[config.mk]
export PLATFORM = sky130hd
export DESIGN_NAME = ctp_scale
export DESIGN_NICKNAME = d
export VERILOG_FILES = /design/src/hdl/ctp_pkg.sv /design/src/hdl/ctp_scale.sv
export SDC_FILE = /design/constraint.sdc
export NUM_CORES = 2
export LEC_CHECK = 0
export ABC_AREA = 1
export BUFFER_PORTS_ARGS = -buffer_cell sky130_fd_sc_hd__buf_2
export CAP_MARGIN = 20
export CELL_PAD_IN_SITES_DETAIL_PLACEMENT = 1
export CELL_PAD_IN_SITES_GLOBAL_PLACEMENT = 2
export CORE_ASPECT_RATIO = 0.9
export CORE_UTILIZATION = 44
export DETAILED_ROUTE_END_ITERATION = 12
export PLACE_DENSITY_LB_ADDON = 0.1
export SLEW_MARGIN = 20
export SYNTH_ARGS = -nofsm -noshare
export SYNTH_HDL_FRONTEND = slang
export SYNTH_SLANG_ARGS = --single-unit
export TNS_END_PERCENT = 5
[constraint.sdc]
create_clock -name clk -period 3.65 [get_ports clk]
set_input_delay 0.73 -clock clk [delete_from_list [all_inputs] [get_ports clk]]
set_output_delay 0.73 -clock clk [all_outputs]
set_load 0.005 [all_outputs]
[src/hdl/ctp_pkg.sv]
`timescale 1ns / 1ps
// Shared types, constants and elaboration-time functions for the
// Cartesian to polar / cylindrical converter. No dependencies.
package ctp_pkg;

    localparam int DP_W     = 64;   // CORDIC datapath width
    localparam int ANG_W    = 32;   // binary angle width, 2^31 = pi
    localparam int DATA_W   = 32;   // z / height / radius width
    localparam int ATAN_LEN = 48;

    localparam logic [ANG_W-1:0] ANGLE_PI = 32'h8000_0000;

    // round(atan(2^-i) * 2^31 / pi)
    localparam logic [ANG_W-1:0] ATAN_TABLE [ATAN_LEN] = '{
        32'h20000000, 32'h12E4051E, 32'h09FB385B, 32'h051111D4, 32'h028B0D43,
        32'h0145D7E1, 32'h00A2F61E, 32'h00517C55, 32'h0028BE53, 32'h00145F2F,
        32'h000A2F98, 32'h000517CC, 32'h00028BE6, 32'h000145F3, 32'h0000A2FA,
        32'h0000517D, 32'h000028BE, 32'h0000145F, 32'h00000A30, 32'h00000518,
        32'h0000028C, 32'h00000146, 32'h000000A3, 32'h00000051, 32'h00000029,
        32'h00000014, 32'h0000000A, 32'h00000005, 32'h00000003, 32'h00000001,
        32'h00000001, 32'h00000000, 32'h00000000, 32'h00000000, 32'h00000000,
        32'h00000000, 32'h00000000, 32'h00000000, 32'h00000000, 32'h00000000,
        32'h00000000, 32'h00000000, 32'h00000000, 32'h00000000, 32'h00000000,
        32'h00000000, 32'h00000000, 32'h00000000
    };

    // Sideband that travels with each request through the pipeline.
    typedef struct packed {
        logic                     origin;   // x = y = 0
        logic signed [DATA_W-1:0] height;
    } ctp_side_t;

    // CORDIC gain squared, prod(1 + 2^-2i), in Q60.
    function automatic logic [DP_W-1:0] gain_product(input int stages);
        logic [DP_W-1:0] p;
        p = 64'd1 << 60;
        for (int i = 0; i < ATAN_LEN; i++) begin
            if (i < stages && 2 * i < 64)
            begin
                p = p + (p >> (2 * i));
            end
        end
        return p;
    endfunction

    // Integer square root, one result bit per step.
    function automatic logic [DP_W-1:0] isqrt64(input logic [DP_W-1:0] v_in);
        logic [DP_W-1:0] v;
        logic [DP_W-1:0] res;
        logic [DP_W-1:0] bitv;
        v    = v_in;
        res  = '0;
        bitv = 64'd1 << 62;
        for (int k = 0; k < 32; k++) begin
            if (v >= res + bitv)
            begin
                v   = v - (res + bitv);
                res = (res >> 1) + bitv;
            end
            else
            begin
                res = res >> 1;
            end
            bitv = bitv >> 2;
        end
        return res;
    endfunction

endpackage

[src/hdl/ctp_scale.sv]
`timescale 1ns / 1ps
// Gain correction, rounding and saturation of the CORDIC magnitude;
// three register stages, the last one is the output register. Depends on ctp_pkg.
module ctp_scale #(
    parameter int COORD_WIDTH   = 32,
    parameter int CORDIC_STAGES = 32
) (
    input  logic                          clk,
    input  logic                          rst_n,
    input  logic                          adv,
    input  logic                          valid_in,
    input  logic signed [ctp_pkg::DP_W-1:0]  x_in,
    input  logic [ctp_pkg::ANG_W-1:0]     ang_in,
    input  ctp_pkg::ctp_side_t            side_in,
    output logic                          valid_out,
    output logic [ctp_pkg::DATA_W-1:0]    radius,
    output logic signed [ctp_pkg::ANG_W-1:0]  angle,
    output logic signed [ctp_pkg::DATA_W-1:0] height
);

    localparam int GUARD_BITS = 61 - COORD_WIDTH;
    localparam logic [ctp_pkg::DP_W-1:0] GAIN_S =
        ctp_pkg::isqrt64(ctp_pkg::gain_product(CORDIC_STAGES));
    localparam logic [ctp_pkg::DP_W-1:0] INV_K_FULL =
        ((64'd1 << 62) + (GAIN_S >> 1)) / GAIN_S;
    localparam logic [31:0] INV_K = INV_K_FULL[31:0];
    localparam logic [ctp_pkg::DP_W-1:0] HALF_LSB = 64'd1 << (GUARD_BITS - 1);

    // stage 1: clamp and split multiply
    logic [ctp_pkg::DP_W-1:0] x_pos;
    logic [ctp_pkg::DP_W-1:0] prod_hi_next, prod_hi_reg;
    logic [ctp_pkg::DP_W-1:0] prod_lo_next, prod_lo_reg;
    logic [ctp_pkg::ANG_W-1:0] ang1_reg;
    ctp_pkg::ctp_side_t       side1_reg;
    logic                     vld1_reg;

    // stage 2: partial product sum
    logic [ctp_pkg::DP_W-1:0] t_next, t_reg;
    logic [ctp_pkg::ANG_W-1:0] ang2_reg;
    ctp_pkg::ctp_side_t       side2_reg;
    logic                     vld2_reg;

    // stage 3: round, saturate, output register
    logic [ctp_pkg::DP_W-1:0]    rounded;
    logic [ctp_pkg::DP_W-1:0]    shifted;
    logic [ctp_pkg::DATA_W-1:0]  radius_next, radius_reg;
    logic [ctp_pkg::ANG_W-1:0]   angle_next, angle_reg;
    logic [ctp_pkg::DATA_W-1:0]  height_reg;
    logic                        vld3_reg;

    always_comb
    begin
        x_pos        = x_in[ctp_pkg::DP_W-1] ? '0 : x_in;
        prod_hi_next = 64'(x_pos[63:32]) * 64'(INV_K);
        prod_lo_next = 64'(x_pos[31:0]) * 64'(INV_K);
    end

    always_comb
    begin
        t_next = prod_hi_reg + (prod_lo_reg >> 32);
    end

    always_comb
    begin
        rounded = t_reg + HALF_LSB;
        shifted = rounded >> GUARD_BITS;
        if (side2_reg.origin)
        begin
            radius_next = '0;
            angle_next  = '0;
        end
        else
        begin
            radius_next = (shifted[63:32] != '0) ? '1 : shifted[31:0];
            angle_next  = ang2_reg;
        end
    end

    always_ff @(posedge clk)
    begin
        if (adv)
        begin
            prod_hi_reg <= prod_hi_next;
            prod_lo_reg <= prod_lo_next;
            ang1_reg    <= ang_in;
            side1_reg   <= side_in;
            t_reg       <= t_next;
            ang2_reg    <= ang1_reg;
            side2_reg   <= side1_reg;
            radius_reg  <= radius_next;
            angle_reg   <= angle_next;
            height_reg  <= side2_reg.height;
        end
    end

    always_ff @(posedge clk or negedge rst_n)
    begin
        if (!rst_n)
        begin
            vld1_reg <= 1'b0;
            vld2_reg <= 1'b0;
            vld3_reg <= 1'b0;
        end
        else if (adv)
        begin
            vld1_reg <= valid_in;
            vld2_reg <= vld1_reg;
            vld3_reg <= vld2_reg;
        end
    end

    assign valid_out = vld3_reg;
    assign radius    = radius_reg;
    assign angle     = angle_reg;
    assign height    = height_reg;

endmodule

; Word level (Yosys, flattened, before mapping)
; Cells that the tools add are included.
[totals]
inputBits = 133
ff_bits = 421
[classes]
muxes = 2
n_addsub = 2
n_mul = 2
reduce_logical = 1
[op_table]
columns = op, n
row1 = 64-bit by 29-bit adder with 64-bit output (second input constant), 1
row2 = 64-bit by 32-bit adder with 64-bit output, 1
row3 = 32-bit by 32-bit multiplier with 64-bit output (second input constant), 1
row4 = 31-bit by 32-bit multiplier with 63-bit output (second input constant), 1
row5 = 63-bit 2-to-1 mux, 1
row6 = 32-bit 2-to-1 mux, 1
row7 = 32-bit nonzero test, 1

; Depth between registers and ports, before layout
[depth]
ltp_word = 3
ltp_mapped = 33
mapped_depth_nobuf = 33

; Worst setup path after synthesis
; No wires, ideal clock.
[synth_path]
path_type = input-to-reg
from = in x_in[63] (netlist name)
to = reg prod_hi_reg[36] (netlist name) (data pin)
required_ns = 3.391
path_slack_ns = -3.542
setup_time_ns = 0.259
t_arrival_ns = 6.933
path_stages = 28
cell_sequence = clkbuf_1 -> nor2_1 -> inv_1 -> ha_1 -> inv_1 -> ha_1 -> or2_2 -> inv_1 -> fa_1 -> inv_1 -> fa_1 -> inv_1 -> fa_1 -> inv_1 -> fa_1 -> fa_1 -> fa_1 -> inv_1 -> fa_1 -> inv_1 -> ha_1 -> a21oi_1 -> o21ai_0 -> a21oi_1 -> nand3_1 -> nand2_1 -> nand2_1 -> xor2_1
[synth_between]
elab_chain_cells = 2
[synth_lines]
columns = item, line_no
row1 = start: declaration, ctp_scale.sv:12  ; input logic signed [ctp_pkg::DP_W-1:0] x_in,
row2 = 63-bit 2-to-1 mux, ctp_scale.sv:53  ; x_pos = x_in[ctp_pkg::DP_W-1] ? '0 : x_in;
row3 = 31-bit by 32-bit multiplier with 63-bit output, ctp_scale.sv:54  ; prod_hi_next = 64'(x_pos[63:32]) * 64'(INV_K);
row4 = net prod_hi_next (one bit), ctp_scale.sv:31  ; logic [ctp_pkg::DP_W-1:0] prod_hi_next, prod_hi_reg;
row5 = end signal: assignment, ctp_scale.sv:83  ; prod_hi_reg <= prod_hi_next;
row6 = end: declaration, ctp_scale.sv:31
; The timed path passes the listed nets, and every way through them passes these cells.
; A chain may end at the register's enable or synchronous reset.

; Worst setup path in the final report
[layout_path]
from = in x_in[63] (netlist name)
to = reg prod_lo_reg[50] (netlist name) (data pin)
[layout_between]
elab_chain_cells = 2
[layout_lines]
columns = item, line_no
row1 = 63-bit 2-to-1 mux, ctp_scale.sv:53
row2 = 32-bit by 32-bit multiplier with 64-bit output, ctp_scale.sv:55  ; prod_lo_next = 64'(x_pos[31:0]) * 64'(INV_K);
row3 = net prod_lo_next (one bit), ctp_scale.sv:32  ; logic [ctp_pkg::DP_W-1:0] prod_lo_next, prod_lo_reg;
row4 = end signal: assignment, ctp_scale.sv:84  ; prod_lo_reg <= prod_lo_next;
row5 = end: declaration, ctp_scale.sv:32
; The timed path passes the listed nets, and every way through them passes these cells.

==> tab_implementation.tex <==
\begin{tabular}{lr}
\hline
Metric & Value \\
\hline
\multicolumn{2}{l}{\textbf{Yosys}} \\
\quad Synth area leader & sky130\_fd\_sc\_hd\_\_fa\_1 \\
\quad Synth Area in Simple Gates & 0.140 \\
\quad Synthesized area & 0.0556 mm2 \\
\quad Adder and majority gate portion of the synthesized area & 0.489 \\
\quad Post-synth top area share & 0.325 \\
\quad Gate count of the mapped netlist & 6194 \\
\quad Biggest area contributors in the synthesized netlist & sky130\_fd\_sc\_hd\_\_fa\_1 (33\%), sky130\_fd\_sc\_hd\_\_edfxtp\_1 (19\%), sky130\_fd\_sc\_hd\_\_ha\_1 (16\%) \\
\quad Compound-gate portion of the synthesized area & 0.0365 \\
\quad Post-synthesis share of cell area spent on xor and xnor gates & 0.0128 \\
\quad Post-synthesis sequential area ratio & 0.194 \\
\quad Average instance area after synthesis & 8.97 um2 \\
\quad Count of synthesis-stage warnings from yosys & 0 \\
\quad Number of enable-type register cells in the synthesized netlist & 357 \\
\quad Async set or reset register ratio after synthesis & 0.00833 \\
\quad Synth Register Bits & 360 \\
\quad Number of nets in the synthesized netlist & 7956 \\
\quad Combinational family with the most area after synthesis & adder cells \\
\quad Synth unique cells & 41 \\
\quad Multiplexer share of the synthesized area & 0.000203 \\
\quad Flip-flop cell with the highest count after synthesis & sky130\_fd\_sc\_hd\_\_edfxtp\_1 \\
\multicolumn{2}{l}{\textbf{Drt}} \\
\quad Routed WL & 203000 um \\
\quad Routed length per placed instance & 22.4 um \\
\quad Via count & 45.4k \\
\quad Per-cell via count in the routed design & 5.01 \\
\quad TritonRoute pass-1 iters & 5 \\
\quad Violation count after the first detailed-route iteration & 2519 \\
\quad Post-detailed-route DRC marker count & 0 \\
\quad Final ANT Viol Nets & 0 \\
\multicolumn{2}{l}{\textbf{Clock tree}} \\
\quad Clock Pin Slew Worst Setup and Hold Paths & 60 ps \\
\quad Source-to-sink clock delay at the later pin of the worst-skew pair & 570 ps \\
\quad Worst-case clock buffer depth & 3 \\
\quad TritonCTS Buffers & 39 \\
\quad Clk sink count & 360 \\
\quad CTS tree & done \\
\quad CTS root buf & sky130\_fd\_sc\_hd\_\_clkbuf\_16 \\
\quad Total number of H-tree levels & 2 \\
\multicolumn{2}{l}{\textbf{Finish}} \\
\quad Final std cells w/o fill & 9072 \\
\quad P\&R area growth vs syn & 28.4\% \\
\quad Final core utilization & 0.570 \\
\quad Net total in the final layout & 9120 \\
\quad Largest register FFs & 63 \\
\quad Share of post-route cells with drive strength above 1 & 0.274 \\
\quad Number of filler cells placed in the layout & 14.4k \\
\multicolumn{2}{l}{\textbf{Critical path}} \\
\quad Reg2reg start & prod\_lo\_reg[60] \\
\quad CP bufs+invs & 12 \\
\quad Worst-path fanout max & 7 \\
\quad Critical path arrival & 7130 ps \\
\quad Kind of start point of the critical path & primary input \\
\quad Critical path data required time & 3970 ps \\
\quad Slowest Stage Delay on Critical Path & 620 ps \\
\quad Crit path from & x\_in[63] \\
\quad Slowest cell on crit path & sky130\_fd\_sc\_hd\_\_fa\_2 \\
\quad R2R Setup Slk & 850 ps \\
\quad RR Endpoint & t\_reg[37] \\
\quad Start-to-end type of the worst setup path & primary input to register \\
\quad Type of element capturing the critical path & register \\
\quad Largest delay share family, worst path & adder cells \\
\quad R2r worst-path depth & 11 \\
\quad Capture point of the critical path & prod\_lo\_reg[50] \\
\quad Crit. path cell count & 30 \\
\multicolumn{2}{l}{\textbf{Timing}} \\
\quad Setup Skew & 21.4 ps \\
\quad Worst slack on hold paths & 333 ps \\
\quad Worst-margin pin slew & 906 ps \\
\quad Post-layout min period & 6810 ps \\
\quad Final setup violation count & 89 \\
\quad Unrepaired setup endpoints after global routing & true \\
\quad Max Fclk & 0.147 GHz \\
\quad Number of hold violations in the final report & 0 \\
\quad Fraction of the cycle the final worst path needs & 1.87 \\
\quad Worst Slack Setup Final & -3160 ps \\
\quad Final number of max-transition violations & 0 \\
\quad Max-slew headroom & 0.395 \\
\quad Summed negative setup slack over all endpoints & -254710 ps \\
\multicolumn{2}{l}{\textbf{Run status}} \\
\quad Outcome & finished with violations \\
\quad Failing checks & negative setup slack \\
\multicolumn{2}{l}{\textbf{Die}} \\
\quad Floorplan row count & 123 \\
\quad Area of the die & 0.128 mm2 \\
\quad Number of ports placed on the die boundary & 230 \\
\quad Die span in y & 339 um \\
\quad Die Span X & 377 um \\
\quad Placeable core region & 0.125 mm2 \\
\quad Starting Density & 0.444 \\
\multicolumn{2}{l}{\textbf{Place}} \\
\quad DPL Wire Length & 177000 um \\
\quad I/O Buffers & 229 \\
\quad RePlAce Congestion & 0.963 \\
\quad Inst Count DP & 8944 \\
\multicolumn{2}{l}{\textbf{Flow run}} \\
\quad Count of max-cap constraint violations & 0 \\
\multicolumn{2}{l}{\textbf{Global routing}} \\
\quad Largest net degree at the start of global routing & 73 \\
\quad Initial antenna violation count & 4 \\
\quad First-pass GRT wire length & 308000 um \\
\quad Total gr overflow & 0 \\
\quad Vias in the first global route & 51.2k \\
\quad Global Route Usage Sum & 0.322 \\
\multicolumn{2}{l}{\textbf{Worst hold path}} \\
\quad Worst hold path type & primary input to register \\
\hline
\end{tabular}
## layer usage
| metal | up-vias | track usage | wire, um |
|---|---|---|---|
| met5 | - | 0 | 39 |
| met4 | 6 | 0.0521 | 3480 |
| met3 | 175 | 0.0499 | 13600 |
| met2 | 1109 | 0.512 | 91200 |
| met1 | 23000 | 0.472 | 94900 |
| li1 | 21100 | - | - |
## stage by stage
step	instance area, um2	setup WS, ps
finish	71400	-3160
floorplan	56100	-2960
global route	71300	-3290
global placement	65800	-4070
detailed placement	65800	-4120
CTS	70300	-3020
## final cells by class
cell class | count | area, um2 | share of cell area
Antenna cell | 2 | 5.00 | 0.0000701
Timing Repair Buffer | 1142 | 8600 | 0.120
Clock inverter | 22 | 195 | 0.00274
Clock buffer | 44 | 995 | 0.0139
Tap cell | 1687 | 2110 | 0.0296
Sequential cell | 360 | 10800 | 0.151
Inverter | 1843 | 7030 | 0.0985
Multi-Input combinational cell | 3972 | 41600 | 0.583
## worst reg2reg max path, cell delays in order, from the launching register on
cell	delay, ps
sky130_fd_sc_hd__edfxtp_1	510
sky130_fd_sc_hd__ha_1	470
sky130_fd_sc_hd__nand2_1	140
sky130_fd_sc_hd__nor2_1	160
sky130_fd_sc_hd__inv_1	80
sky130_fd_sc_hd__nor2_1	360
sky130_fd_sc_hd__and2_1	190
sky130_fd_sc_hd__nand2_1	60
sky130_fd_sc_hd__nand2_1	250
sky130_fd_sc_hd__nand2_1	110
sky130_fd_sc_hd__nand3_1	80
sky130_fd_sc_hd__nand2_1	130
## synthesized netlist by cell type (5+ instances only)
| master | instances |
|---|---|
| sky130_fd_sc_hd__a21boi_0 | 5 |
| sky130_fd_sc_hd__a21o_1 | 7 |
| sky130_fd_sc_hd__a21oi_1 | 206 |
| sky130_fd_sc_hd__and2_1 | 7 |
| sky130_fd_sc_hd__clkbuf_1 | 9 |
| sky130_fd_sc_hd__edfxtp_1 | 357 |
| sky130_fd_sc_hd__fa_1 | 903 |
| sky130_fd_sc_hd__ha_1 | 726 |
| sky130_fd_sc_hd__inv_1 | 1839 |
| sky130_fd_sc_hd__nand2_1 | 1031 |
| sky130_fd_sc_hd__nand3_1 | 174 |
| sky130_fd_sc_hd__nand3_2 | 23 |
| sky130_fd_sc_hd__nand3b_1 | 15 |
| sky130_fd_sc_hd__nand4_1 | 44 |
| sky130_fd_sc_hd__nor2_1 | 486 |
| sky130_fd_sc_hd__nor3_1 | 58 |
| sky130_fd_sc_hd__nor4_1 | 12 |
| sky130_fd_sc_hd__o21a_1 | 7 |
| sky130_fd_sc_hd__o21ai_0 | 131 |
| sky130_fd_sc_hd__o21bai_1 | 23 |
| sky130_fd_sc_hd__or2_2 | 12 |
| sky130_fd_sc_hd__xnor2_1 | 15 |
| sky130_fd_sc_hd__xor2_1 | 66 |
## cell families after synthesis
group | Yosys count
buf+inv | 1862
simple gates | 1878
xor+xnor | 81
flops | 360
mux | 1
compound gates | 383
fa+ha+maj | 1629
## worst min path at each step
stage                       from       endpoint  slack (ps)  cells past startpoint
finish               side_in[19]  side1_reg[19]         330                      1
global placement    side2_reg[3]      height[3]         400                      0
floorplan            ang1_reg[0]    ang2_reg[0]         400                      0
detailed placement  ang1_reg[24]   ang2_reg[24]         410                      0
global route         side_in[20]  side1_reg[20]         310                      1
CTS                   ang_in[31]   ang1_reg[31]         300                      1
## timing repair
item                                    in CTS  in global routing
resized for setup                          706                274
hold buffers                                 1                  0
endpoints found under the setup margin      89                 89
endpoints found under the hold margin        3                  0
setup buffers                               49                  7
pin swaps                                  238                148
gates cloned                                 6                  0
## placed cells by master (no fill, tap or decap), types with 46 or more instances in the layout
cell / synthesis / routed
sky130_fd_sc_hd__edfxtp_1: 357 / 357
sky130_fd_sc_hd__nand2_1: 1031 / 863
sky130_fd_sc_hd__nor2_2: 4 / 77
sky130_fd_sc_hd__o21ai_0: 131 / 72
sky130_fd_sc_hd__nand2_2: 3 / 121
sky130_fd_sc_hd__ha_1: 726 / 605
sky130_fd_sc_hd__a21oi_2: 0 / 53
sky130_fd_sc_hd__nor2_1: 486 / 337
sky130_fd_sc_hd__buf_4: 0 / 850
sky130_fd_sc_hd__fa_1: 903 / 849
sky130_fd_sc_hd__inv_1: 1839 / 1724
sky130_fd_sc_hd__a21oi_1: 206 / 129
sky130_fd_sc_hd__nand2_4: 0 / 46
sky130_fd_sc_hd__inv_2: 4 / 97
sky130_fd_sc_hd__ha_4: 0 / 98
sky130_fd_sc_hd__xor2_1: 66 / 57
sky130_fd_sc_hd__buf_2: 2 / 227
sky130_fd_sc_hd__nand3_1: 174 / 153
sky130_fd_sc_hd__nor2_4: 0 / 76
sky130_fd_sc_hd__fa_2: 0 / 54
Power is left out: the tool's default activity adds up to more than one toggle a clock period on the data nets, which glitch-free logic cannot reach.
